`config.mk`:
```
export PLATFORM = sky130hd
export DESIGN_NAME = frq_ram
export DESIGN_NICKNAME = d
export VERILOG_FILES = /design/src/hw/rtl/frq_ram.sv
export SDC_FILE = /design/constraint.sdc
export NUM_CORES = 2
export LEC_CHECK = 0
export ABC_AREA = 1
export BUFFER_PORTS_ARGS = -buffer_cell sky130_fd_sc_hd__buf_2
export CAP_MARGIN = 20
export CORE_ASPECT_RATIO = 0.6
export CORE_MARGIN = 5
export CORE_UTILIZATION = 35
export DETAILED_ROUTE_END_ITERATION = 16
export HOLD_SLACK_MARGIN = 0.02
export PLACE_DENSITY = 0.48
export SYNTH_ARGS = -nofsm -noshare
export SYNTH_HDL_FRONTEND = slang
export SYNTH_SLANG_ARGS = --single-unit
```
`constraint.sdc`:
```
create_clock -name clk -period 2.44 [get_ports clk]
set_input_delay 0.732 -clock clk [delete_from_list [all_inputs] [get_ports clk]]
set_output_delay 0.732 -clock clk [all_outputs]
set_load 0.02 [all_outputs]
```
`src/hw/rtl/frq_ram.sv`:
```
// Generic single-clock RAM, one write port and one registered read port.
module frq_ram #(
	parameter int WIDTH = 8,
	parameter int DEPTH = 256
) (
	input  logic                     clk,
	input  logic                     we,
	input  logic [$clog2(DEPTH)-1:0] waddr,
	input  logic [WIDTH-1:0]         wdata,
	input  logic                     re,
	input  logic [$clog2(DEPTH)-1:0] raddr,
	output logic [WIDTH-1:0]         rdata
);

	logic [WIDTH-1:0] mem_q [DEPTH];

	always_ff @(posedge clk) begin
		if (we) begin
			mem_q[waddr] <= wdata;
		end
		if (re) begin
			rdata <= mem_q[raddr];
		end
	end

endmodule

```
==> results.md <==
* Core box area at about 240000 µm²
* Setup crit end kind: flip-flop
* Most frequent cells in the layout: nand2_1 (2106), edfxtp_1 (2056), nand3_1 (2016)
* Total CTS buffers at 195
* Run status: complete, no violations
* Total chip power at between 70000 and 80000 µW
* ANT nets after route at 0
* Met2 Routed Length at around 110000 µm
* Synth area leaders: edfxtp_1 (74%), nand3_1 (12%), nand2_1 (9.5%)
* Max-cap check violation count at 0
* Simple-Gate Fraction of Synth Area at a little under a quarter
* Setup-failing EPs final at 0
* # Post-CTS Setup Buffers at 0
* Post-synthesis mux area share at 0%
* Commonest non-fill, non-tap cell in the layout: nand2_1
* Final hold slack at 139 ps
* Worst hold path depth at 1
* CP Class: in2reg
* Chip height at roughly 390 µm
* Post-placement cell area at about 93000 µm²
* Worst Max-Slew Pin Slew at approximately 890 ps
* Initial antenna violation count at 16
* First-pass GRT wire length at just under 400000 µm
* Max Fclk at 0.418 GHz
* Gpl congestion at 0.875
* CTS tree: done
* Layout cells sized above 1 at between 10 and 15%
* CP startpoint: raddr[0]
* WP data required at about 3000 ps
* Clk root buf: clkbuf_16
* Grt ovf at 0
* Hold_buf cts at 0
* Peak VDD IR at between 500 and 600 µV
* Design area at 98500 µm²
* Ports at 35
* Hold Violations, Final at 0
* XOR/XNOR share of the synthesized area at 0%
* Gr usage total at 21.1%
* Via count at approximately 57000
* Post-synthesis cell type count at 13
* R2R Path Start: mem_q[45][2]
* Met1 Wirelength at 128000 µm
* Horiz. Die Dim at 640 µm
* Yosys top cell area share at 74.0%
* Initial Utilization at between 30% and 40%
* Clk buf depth at 4
* Cell area after synthesis at around 83000 µm²
* Post-route clock period utilization at a little under 100%
* Synth warnings at 0
* Pwr dens at 743 nW/µm²
* Clock Sinks at just over 2000
* Residual DRC count at 0
* Reg-to-Reg End: rdata[2]
* Largest family of logic cells by synthesized area: simple AND/OR/NAND/NOR gates
* Endpoint, Worst Hold: mem_q[189][5]
* First drt pass iteration count at 6
* Slew margin rel. at between 40% and 50%
* Synthesized instance count at 7003
* Reg2reg path depth at 10
* Setup TNS at 0 ps
* Synthesized-area fraction occupied by adder cells at 0%
* Crit path DAT at 2980 ps
* Number of port buffers at 34
* Max layer used: met5
* Full die area at 249000 µm²
* Largest net degree at the start of global routing at 79
* Crit Path Max Fanout at 19
* CTS H-tree depth at 4
* Leading area contributor after synthesis: edfxtp_1
* DR WL met3 at 25600 µm
* #FFs+latches synth at slightly above 2000
* Max-slew violations at 0
* Avg Inst Size Synth at ~12 µm²
* Clock Pin Slew Worst Setup and Hold Paths at about 70 ps
* Startpoint types: input port
* Worst Hold Class: in2reg
* Routed WL at 269000 µm
* Nets at approximately 7500
* Internal reg-to-reg setup slack at roughly 340 ps
* Synthesized net count at 7030
* Min-delay src: wdata[5]
* Via/cell ratio at 5.28
* Fill cell total of the finished layout at approximately 22000
* Register area share after synthesis at between 70% and 80%
* Final Skew at ~45 ps
* Row cnt at 138
* Leak at between 0.03 and 0.04 µW
* RSZ-0062 raised after global routing: yes
* Post-DP HPWL at about 170000 µm
* Routed wire per std cell at approximately 25 µm
* Layout area overhead at 18.1%
* Synth Area in Compound Gates at 0%
* Min Tclk post-route at 2400 ps
* Initial drt markers at around 6700
* Clock Latency Late Sink at 850 ps
* Vias in the first global route at roughly 53000
==> area by class of cell <==
cell class / count / area [µm²] / share of cell area [%]
Sequential cell: 2056 / 61700 / 62.6
Clock inverter: 92 / 643 / 0.653
Clock buffer: 238 / 5080 / 5.16
Antenna cell: 5 / 12.5 / 0.0127
Inverter: 39 / 180 / 0.183
Multi-Input combinational cell: 4425 / 19200 / 19.5
Timing Repair Buffer: 767 / 7750 / 7.87
Tap cell: 3150 / 3940 / 4.00
==> worst max path at each step <==
stage	to	slack [ps]	cells past startpoint
after floorplan	mem_q[162][0]	220	4
after global placement	rdata[5]	-960	14
after detailed placement	rdata[5]	-970	14
after CTS	rdata[5]	0.5	14
after global routing	rdata[6]	3	14
final	rdata[1]	40	14
==> per-layer routing <==
| metal | GRT usage (%) | vias up |
|---|---|---|
| li1 | - | 25800 |
| met3 | 4.51 | 324 |
| met4 | 4.44 | 2 |
| met2 | 28.8 | 2330 |
| met5 | 0 | - |
| met1 | 33.9 | 28300 |
==> state kept, by name, summed over array words and instances, names as in the netlist <==
| name | cells |
|---|---|
| mem_q | 2048 |
| rdata | 8 |
==> metrics by stage <==
step / setup slack, ps / utilization [%] / cells
3_5_place_dp: -972 / 39.2 / 10400
2_1_floorplan: 217 / - / 7003
4_1_cts: 0.504 / 41.6 / 10800
6_report: 44.8 / 41.7 / 10800
5_1_grt: 3.12 / 41.7 / 10800
3_3_place_gp: -961 / 39.2 / 10400
==> power by group <==
part           total [µW]  internal (µW)  switching (µW)
clock network       28800          15600           13200
logic                5420           1610            3810
registers           39000          38900            42.8
total               73200          56200           17100
==> synthesized netlist by cell type <==
master	instances
nand2_1	2123
inv_4	1
nand3_1	2019
clkbuf_1	112
buf_8	1
inv_2	2
nor2_1	283
buf_1	40
buf_4	46
buf_6	16
buf_2	268
inv_1	36
edfxtp_1	2056
==> what timing repair did <==
item,in CTS,in global routing
pin swaps,0,0
gates resized for setup,4,8
setup endpoints to repair,3,4
==> cells by family after synthesis <==
group / after synthesis
simple gates: 4425
buf+inv: 522
flops: 2056
==> critical path, stage by stage <==
cell and delay [ps]:
buf_8 180, inv_16 120, buf_12 190, buf_4 210, nand2_1 90, nand3_1 100, nand3_1 160, nand3_1 250
nand3_1 170, nand3_1 170, nand3_1 230, nand2_1 170, nand2_1 100, nand2_1 50
(Power assumes the default switching activity.)
